==> src/sv/lr4x_fifo.sv <==
// Small register queue with push/full and pop/empty sides.
// Depends on nothing; used between front and back and for results.
`timescale 1ns / 1ps
module lr4x_fifo #(
   parameter int WIDTH = 8,
   parameter int DEPTH = 4
) (
   input  logic             clock,
   input  logic             reset,
   input  logic             push,
   input  logic [WIDTH-1:0] wr_data,
   output logic             full,
   input  logic             pop,
   output logic [WIDTH-1:0] rd_data,
   output logic             empty
);

   localparam int IW = $clog2(DEPTH);
   localparam int CNTW = $clog2(DEPTH + 1);

   logic [WIDTH-1:0] store_ff [DEPTH];
   logic [IW-1:0]    wr_ptr_ff, wr_ptr_in;
   logic [IW-1:0]    rd_ptr_ff, rd_ptr_in;
   logic [CNTW-1:0]  count_ff, count_in;
   logic             do_push, do_pop;

   assign full    = (count_ff == CNTW'(DEPTH));
   assign empty   = (count_ff == '0);
   assign do_push = push && !full;
   assign do_pop  = pop && !empty;
   assign rd_data = store_ff[rd_ptr_ff];

   always_comb begin
      wr_ptr_in = wr_ptr_ff;
      rd_ptr_in = rd_ptr_ff;
      if (do_push) begin
         wr_ptr_in = (wr_ptr_ff == IW'(DEPTH - 1)) ? '0 : wr_ptr_ff + 1'b1;
      end
      if (do_pop) begin
         rd_ptr_in = (rd_ptr_ff == IW'(DEPTH - 1)) ? '0 : rd_ptr_ff + 1'b1;
      end
      count_in = count_ff + CNTW'(do_push) - CNTW'(do_pop);
   end

   always_ff @(posedge clock) begin
      if (reset) begin
         wr_ptr_ff <= '0;
         rd_ptr_ff <= '0;
         count_ff  <= '0;
      end else begin
         wr_ptr_ff <= wr_ptr_in;
         rd_ptr_ff <= rd_ptr_in;
         count_ff  <= count_in;
      end
   end

   always_ff @(posedge clock) begin
      if (do_push) begin
         store_ff[wr_ptr_ff] <= wr_data;
      end
   end

endmodule

==> config.mk <==
export PLATFORM = sky130hd
export DESIGN_NAME = lr4x_fifo
export DESIGN_NICKNAME = d
export VERILOG_FILES = /design/src/sv/lr4x_fifo.sv
export SDC_FILE = /design/constraint.sdc
export NUM_CORES = 1
export LEC_CHECK = 0
export BUFFER_PORTS_ARGS = -buffer_cell sky130_fd_sc_hd__buf_2
export CAP_MARGIN = 0
export CELL_PAD_IN_SITES_DETAIL_PLACEMENT = 1
export CELL_PAD_IN_SITES_GLOBAL_PLACEMENT = 1
export CORE_ASPECT_RATIO = 0.7
export CORE_MARGIN = 3
export CORE_UTILIZATION = 40
export CTS_BUF_LIST = sky130_fd_sc_hd__clkbuf_4
export CTS_CLUSTER_SIZE = 25
export DETAILED_ROUTE_END_ITERATION = 6
export GPL_ROUTABILITY_DRIVEN = 0
export PLACE_DENSITY_LB_ADDON = 0.1
export REMOVE_ABC_BUFFERS = 1
export SLEW_MARGIN = 25
export SYNTH_ARGS = -nofsm -noshare
export SYNTH_HDL_FRONTEND = slang
export SYNTH_SLANG_ARGS = --single-unit
==> constraint.sdc <==
create_clock -name clock -period 3.6 [get_ports clock]
set_clock_uncertainty 0.15 [all_clocks]
set_input_delay 0.54 -clock clock [delete_from_list [all_inputs] [get_ports clock]]
set_output_delay 0.54 -clock clock [all_outputs]
set_load 0.05 [all_outputs]
==> flow_metrics.env, run 1 <==
export IMPL_fin_crit_sh_pct=71.8
export IMPL_timing_final_hold_violations=0
export IMPL_setup_tns_final_ns=0
export IMPL_synthesis_instances=92
export IMPL_wl_met3_um=124
export IMPL_run_status="completed"
export IMPL_worstPathCellList="o31ai_1 -> inv_1 -> ha_1 -> inv_1 -> ha_1 -> fa_1 -> xnor2_1 -> xnor2_1 -> nor2_1"
export IMPL_worst_setup_path_end_kind="register"
export IMPL_clock_insertion_delay_worst_skew_ns=0.34
export IMPL_antenna_cells=0
export IMPL_setup_viol=0
export IMPL_total_power_uw=1290
export IMPL_die_height_um=59.5
export IMPL_p_leak_uw=0.000693
export IMPL_layout_min_cycle_time_ns=2.59
export IMPL_io_pins=22
export IMPL_worst_hold_path_type="in -> reg"
export IMPL_yosys_register_bits=41
export IMPL_clk_pin_slew_worst_paths_ns=0.12
export IMPL_uppermost_signal_routing_layer_after_detailed_routing="met4"
export IMPL_dr_pass1_iters=4
export IMPL_sum_of_net_half_perimeters_after_detailed_placement_um=2060
export IMPL_total_gr_overflow=0
export IMPL_num_rows=18
export IMPL_achievable_frequency_mhz=387
export IMPL_number_of_standard_cells_in_the_final_layout_excluding_fillers=168
export IMPL_cell_area_after_layout_um2=1840
export IMPL_routed_via_density=4.98
export IMPL_crit_slowest_cell="o31ai_1"
export IMPL_number_of_cts_inserted_buffers=5
export IMPL_power_share_sequential_pct=48.9
export IMPL_powerDensity_nw_per_um2=699
export IMPL_p_int_uw=802
export IMPL_yosys_top_cells_area="edfxtp_1, dfxtp_1, mux4_2, ha_1, inv_1"
export IMPL_power_frac_comb_pct=34.0
export IMPL_grt_pass1_wl_um=4620
export IMPL_nNetsFinal=137
export IMPL_floorplan_initialDensity_pct=44.1
export IMPL_cts_root_buf="clkbuf_4"
export IMPL_wl_per_cell_um=16.8
export IMPL_drt_drc_violations_left=0
export IMPL_unique_masters_post_synth=25
export IMPL_cts_repair_timing_setup_buffer_count=0
export IMPL_netlist_area_leader_share_pct=58.7
export IMPL_placement_cell_area_um2=1790
export IMPL_met2WireLength_um=1250
export IMPL_floorplan_core_area_um2=3720
export IMPL_finalMaxSlewViolations=0
export IMPL_drt_total_wl_um=2810
export IMPL_max_slew_worst_pin_slew_ns=0.622
export IMPL_cells_after_dpl=160
export IMPL_grt_start_max_net_pins=14
export IMPL_numPortBuffers=21
export IMPL_switching_portion_of_total_power_pct=37.7
export IMPL_synthDominantAreaCellType="edfxtp_1"
export IMPL_critPathArrivalTime_ns=2.68
export IMPL_grt_setup_unrepaired="no"
export IMPL_route_vias_total=837
export IMPL_yosys_warnings=0
export IMPL_antenna_violating_nets_post_route=0
export IMPL_track_usage_pct=13.7
export IMPL_max_slew_margin_pct=58.2
export IMPL_share_clk_of_total_power_pct=17.1
export IMPL_criticalPathCategory="reg -> reg"
export IMPL_die_w_um=82.5
export IMPL_cpPeakStageDelay_ns=0.58
export IMPL_die_area_um2=4910
export IMPL_startpoint_type="register"
export IMPL_post_cts_resized=0
export IMPL_sequential_to_total_area_share_from_yosys_stat_pct=69.7
export IMPL_mappedNetlistArea_um2=1640
export IMPL_drt_iter0_markers=49
export IMPL_area_delta_synth_final_pct=12.4
export IMPL_cts_hold_buffers=0
export IMPL_vdd_ir_drop_max_v=0.000309
export IMPL_number_of_antenna_violations_at_the_first_check_in_global_routing=0
export IMPL_wirelength_met1_um=1410
export IMPL_drv_cap=0
export IMPL_number_of_global_route_vias_before_repair=903
export IMPL_synth_avg_cell_area_um2=17.8
export IMPL_power_net_switching_uw=485
export IMPL_timing_critical_path_fanout_max=5
export IMPL_cts_max_path_buffers=2
export IMPL_cts_htree_levels=2
export IMPL_worstPathRequired_ns=3.69
export IMPL_clock_sink_count=41
export IMPL_cts_tree="done"
export IMPL_layout_drive_gt1_share_pct=33.9
==> sequential cells by signal, summed over array words and instances (netlist names), named ones only <==
name       flops
store_ff      32
count_ff       3
wr_ptr_ff      2
rd_ptr_ff      2
==> kinds of logic after synthesis <==
logic type                 after synthesis  synth area share, %
DFF                                     41                 69.7
xor gates and xnor gates                 2                 1.07
AOI/OAI and AO/OA                        5                 2.29
buffers and inverters                   11                 3.06
adders and majority gates                8                 6.57
and+or+nand+nor                         16                 5.73
muxes                                    9                 11.6
==> per-stage QoR <==
stage / utilization [%] / worst slack [ns] / hold slack [ns]
floorplan: - / 1.27 / 0.306
global placement: 48.0 / 1.13 / 0.333
detailed placement: 48.0 / 0.988 / 0.363
CTS: 49.5 / 0.974 / 0.244
global route: 49.5 / 0.795 / 0.238
finish: 49.5 / 1.01 / 0.263
==> critical path, delay by kind of cell (launching register included) <==
kind | cells | cell delay, ns
flops | 1 | 0.37
buf+inv | 2 | 0.15
simple gates | 1 | 0.05
xor+xnor | 2 | 0.34
compound gates | 1 | 0.58
fa+ha+maj | 3 | 0.86
==> area by class of cell <==
cell class,count,area [um^2]
clock buffers,5,37.5
clock inverters,3,17.5
fillers,377,1880
inverters,8,30.0
multi-input cells,40,447
flip-flops and latches,41,1140
well taps,50,62.6
repair buffers,21,105
==> power groups by stage <==
stage          Combinational, uW  Sequential (uW)  Clock, uW
5_1_grt                      473              641        250
3_3_place_gp                 437              637          0
2_1_floorplan                349              624          0
4_1_cts                      445              632        230
6_report                     437              629        221
3_5_place_dp                 443              643          0
==> final timing paths <==
kind                 from             end  slack [ns]  cells past startpoint
max           count_ff[1]     count_ff[2]        1.01                      9
min            wr_data[1]  store_ff[0][1]        0.26                      1
max reg2reg   count_ff[1]     count_ff[2]        1.01                      9
min reg2reg  rd_ptr_ff[0]    rd_ptr_ff[0]        0.38                      2
==> metal layers <==
layer | up-vias | track usage, %
met4 | 0 | 4.98
li1 | 397 | -
met5 | - | 0
met3 | 6 | 4.56
met2 | 16 | 19.7
met1 | 418 | 19.2
==> cells in the mapped netlist <==
| cell | instances |
|---|---|
| a21oi_1 | 2 |
| mux4_2 | 8 |
| ha_1 | 7 |
| buf_1 | 1 |
| nor2b_1 | 2 |
| xnor2_1 | 2 |
| fa_1 | 1 |
| inv_1 | 8 |
| o31ai_2 | 1 |
| buf_2 | 1 |
| or3b_1 | 1 |
| nand3_1 | 2 |
| o31ai_1 | 1 |
| mux2i_1 | 1 |
| nor2_1 | 2 |
| nor3_1 | 2 |
| and3_1 | 3 |
| dfxtp_1 | 9 |
| a21o_1 | 1 |
| buf_6 | 1 |
| and3_2 | 1 |
| or3_1 | 1 |
| and2_4 | 1 |
| nand2_1 | 1 |
| edfxtp_1 | 32 |
==> cell usage in the layout (no fill, tap or decap), drive strengths merged, types with 2 or more instances in the layout <==
master	instances
inv	8
and3	4
o31ai	2
ha	7
xnor2	2
a21oi	2
dfxtp	9
clkinv	2
nor3	2
nor2b	2
nor2	2
nand3	2
buf	21
clkbuf	5
mux4	8
edfxtp	32
(Power assumes the default switching activity.)
==> inputs of run 2 (changes only) <==
--- a/config.mk
+++ b/config.mk
@@ -5,6 +5,7 @@
 export SDC_FILE = /design/constraint.sdc
 export NUM_CORES = 1
 export LEC_CHECK = 0
+export ABC_AREA = 1
 export BUFFER_PORTS_ARGS = -buffer_cell sky130_fd_sc_hd__buf_2
 export CAP_MARGIN = 0
 export CELL_PAD_IN_SITES_DETAIL_PLACEMENT = 1
==> constraint.sdc (replaced) <==
create_clock -name clock -period 2.4 [get_ports clock]
set_clock_uncertainty 0.15 [all_clocks]
set_input_delay 0.36 -clock clock [delete_from_list [all_inputs] [get_ports clock]]
set_output_delay 0.36 -clock clock [all_outputs]
set_load 0.05 [all_outputs]
==> flow_metrics.env, run 2 <==
export IMPL_synthDominantAreaCellType="edfxtp_1"
export IMPL_die_area_um2=5070
export IMPL_power_frac_comb_pct=43.2
export IMPL_drt_drc_violations_left=0
export IMPL_synth_compound_area_share_pct=9.21
export IMPL_area_delta_synth_final_pct=14.8
export IMPL_max_flop_register="store_ff"
export IMPL_reg_largest_list="store_ff: 32 flops, count_ff: 3 flops"
export IMPL_cts_htree_levels=2
export IMPL_number_of_antenna_violations_at_the_first_check_in_global_routing=0
export IMPL_timing_final_hold_violations=0
export IMPL_share_clk_of_total_power_pct=14.9
export IMPL_worstPathRequired_ns=1.89
export IMPL_setup_tns_final_ns=0
export IMPL_dr_pass1_iters=4
export IMPL_fin_crit_sh_pct=93.6
export IMPL_powerDensity_nw_per_um2=1190
export IMPL_setup_viol=0
export IMPL_n_fill_cell=456
export IMPL_cpPeakStageDelay_ns=0.45
export IMPL_clock_insertion_delay_worst_skew_ns=0.36
export IMPL_finalMaxSlewViolations=0
export IMPL_clock_sink_count=41
export IMPL_io_pins=22
export IMPL_die_height_um=60.5
export IMPL_place_worst_setup_slack_ns=0.294
export IMPL_power_share_sequential_pct=41.9
export IMPL_nNetsFinal=195
export IMPL_commonest_cells_after_routing_fill_and_taps_aside="nor2_1, edfxtp_1, buf_2"
export IMPL_drt_total_wl_um=3530
export IMPL_numPortBuffers=21
export IMPL_yosys_register_bits=41
export IMPL_layout_min_cycle_time_ns=2.25
export IMPL_cts_tree="done"
export IMPL_cp_top_family="buffers and inverters"
export IMPL_critical_path_n_buffers_inverters=2
export IMPL_startpoint_type="register"
export IMPL_max_slew_margin_pct=74.3
export IMPL_run_status="completed"
export IMPL_grt_start_max_net_pins=17
export IMPL_layout_drive_gt1_share_pct=23.9
export IMPL_grt_pass1_wl_um=5570
export IMPL_max_slew_worst_pin_slew_ns=0.385
export IMPL_clk_pin_slew_worst_paths_ns=0.14
export IMPL_synth_fa_ha_area_share_pct=6.34
export IMPL_wl_per_cell_um=15.5
export IMPL_synthArstFlopShare_pct=0
export IMPL_synth_enable_flop_cells=32
export IMPL_number_of_global_route_vias_before_repair=1138
export IMPL_post_synth_mux_area_share_pct=0
export IMPL_cts_root_buf="clkbuf_4"
export IMPL_yosys_warnings=0
export IMPL_worst_setup_path_end_kind="output pin"
export IMPL_crit_slowest_cell="dfxtp_1"
export IMPL_switching_portion_of_total_power_pct=45.3
export IMPL_cts_repair_timing_setup_buffer_count=0
export IMPL_synth_area_in_simple_gates_pct=11.4
export IMPL_sum_of_net_half_perimeters_after_detailed_placement_um=2530
export IMPL_floorplan_initialDensity_pct=42.5
export IMPL_synth_top_family_by_area="simple AND/OR/NAND/NOR gates"
export IMPL_power_net_switching_uw=1050
export IMPL_timing_critical_path_fanout_max=9
export IMPL_synth_avg_cell_area_um2=11.9
export IMPL_unique_masters_post_synth=20
export IMPL_cts_max_path_buffers=2
export IMPL_grt_setup_unrepaired="no"
export IMPL_yosys_most_used_dff="edfxtp_1"
export IMPL_mappedNetlistArea_um2=1700
export IMPL_track_usage_pct=15.1
export IMPL_yosys_top_cells_area="edfxtp_1, dfxtp_1, nor2_1, ha_1, inv_1"
export IMPL_p_leak_uw=0.000790
export IMPL_drt_iter0_markers=47
export IMPL_floorplan_core_area_um2=3990
export IMPL_criticalPathCategory="reg -> out"
export IMPL_drv_cap=0
export IMPL_worst_hold_path_type="in -> reg"
export IMPL_routed_via_density=4.89
export IMPL_flip_flop_count_of_the_largest_register_all_copies_and_words_added=32
export IMPL_critPathArrivalTime_ns=1.74
export IMPL_synthesis_instances=143
export IMPL_worstPathCellList="inv_1 -> o21ai_0 -> o22ai_1 -> buf_2"
export IMPL_yosys_area_share_xor_xnor_pct=0.516
export IMPL_vdd_ir_drop_max_v=0.000535
export IMPL_synth_top_cells_by_count="edfxtp_1, nor2_1, inv_1"
export IMPL_p_int_uw=1270
export IMPL_num_rows=19
export IMPL_antenna_cells=0
export IMPL_achievable_frequency_mhz=445
export IMPL_sequential_to_total_area_share_from_yosys_stat_pct=67.2
export IMPL_die_w_um=83.9
export IMPL_total_gr_overflow=0
export IMPL_antenna_violating_nets_post_route=0
export IMPL_setup_ws_ns=0.154
export IMPL_number_of_cts_inserted_buffers=5
export IMPL_route_vias_total=1114
export IMPL_netlist_area_leader_share_pct=56.6
run 2: changes by cell type after synthesis, sizes merged, moves of 4 or more:
cell,previous run,this run
nor2,2,32
o21ai,0,16
inv,8,18
nand2,1,10
mux4,8,0
o22ai,0,8
and3,4,0
run 2: area by class of cell:
class / instances / area (um^2) / area share, %
clock inverters: 3 / 17.5 / 0.899
flip-flops and latches: 41 / 1140 / 58.6
repair buffers: 27 / 153 / 7.83
inverters: 18 / 67.6 / 3.47
multi-input cells: 82 / 467 / 23.9
clock buffers: 5 / 37.5 / 1.93
well taps: 52 / 65.1 / 3.34
run 2: timing repair:
action / 4_1_cts / 5_1_grt
resized for setup: 0 / 1
endpoints found under the setup margin: 0 / 5
hold endpoints to repair: 1 / 0
hold buffers: 1 / 0
run 2: kinds of logic (layout without fill, tap and decap cells):
| kind of cell | Yosys count | after routing |
|---|---|---|
| AOI/OAI and AO/OA | 27 | 27 |
| xor gates and xnor gates | 1 | 1 |
| adders and majority gates | 8 | 8 |
| buffers and inverters | 20 | 53 |
| DFF | 41 | 41 |
| and+or+nand+nor | 46 | 46 |
run 2: worst paths after layout:
path / from / to / slack (ns) / depth (start not counted)
min reg2reg: rd_ptr_ff[0] / register / 0.41 / 2
max reg2reg: count_ff[1] / count_ff[1] / 0.31 / 10
max: register / rd_data[5] / 0.15 / 4
min: wr_data[6] / store_ff[0][6] / 0.05 / 1
run 2: stage by stage:
stage / hold WS, ns / power (uW) / cells / instance area, um^2 / utilization (%)
final: 0.0500 / 2330 / 228 / 1950 / 48.8
after global routing: 0.0289 / 2500 / 228 / 1950 / 48.8
after floorplan: 0.281 / 1730 / 141 / 1680 / -
after CTS: 0.0353 / 2360 / 228 / 1950 / 48.8
after global placement: 0.382 / 1970 / 219 / 1880 / 47.1
after detailed placement: 0.402 / 2010 / 219 / 1880 / 47.1
run 2: worst reg2reg max path, cell delays in order, from the launching register on:
cell and delay [ns]:
dfxtp_1 0.35, nor2_1 0.17, nand2_1 0.14, inv_1 0.09, nor2_1 0.05, ha_1 0.26, inv_1 0.04, ha_1 0.18
fa_1 0.47, inv_1 0.04, nor2_1 0.08
run 2: routing by layer:
| layer | GRT usage [%] | part of all wire [%] | vias to the layer above |
|---|---|---|---|
| met5 | 0 | 0 | - |
| met3 | 4.75 | 3.8 | 7 |
| met1 | 18.3 | 47 | 536 |
| met4 | 8.49 | 1.9 | 0 |
| met2 | 24.8 | 47 | 21 |
| li1 | - | - | 550 |
run 2: power by group through the flow:
| stage | logic (uW) | registers (uW) | clock network, uW |
|---|---|---|---|
| after floorplan | 760 | 965 | 0 |
| after global placement | 985 | 985 | 0 |
| after detailed placement | 1020 | 993 | 0 |
| after CTS | 1020 | 976 | 357 |
| after global routing | 1120 | 994 | 385 |
| final | 1010 | 975 | 346 |
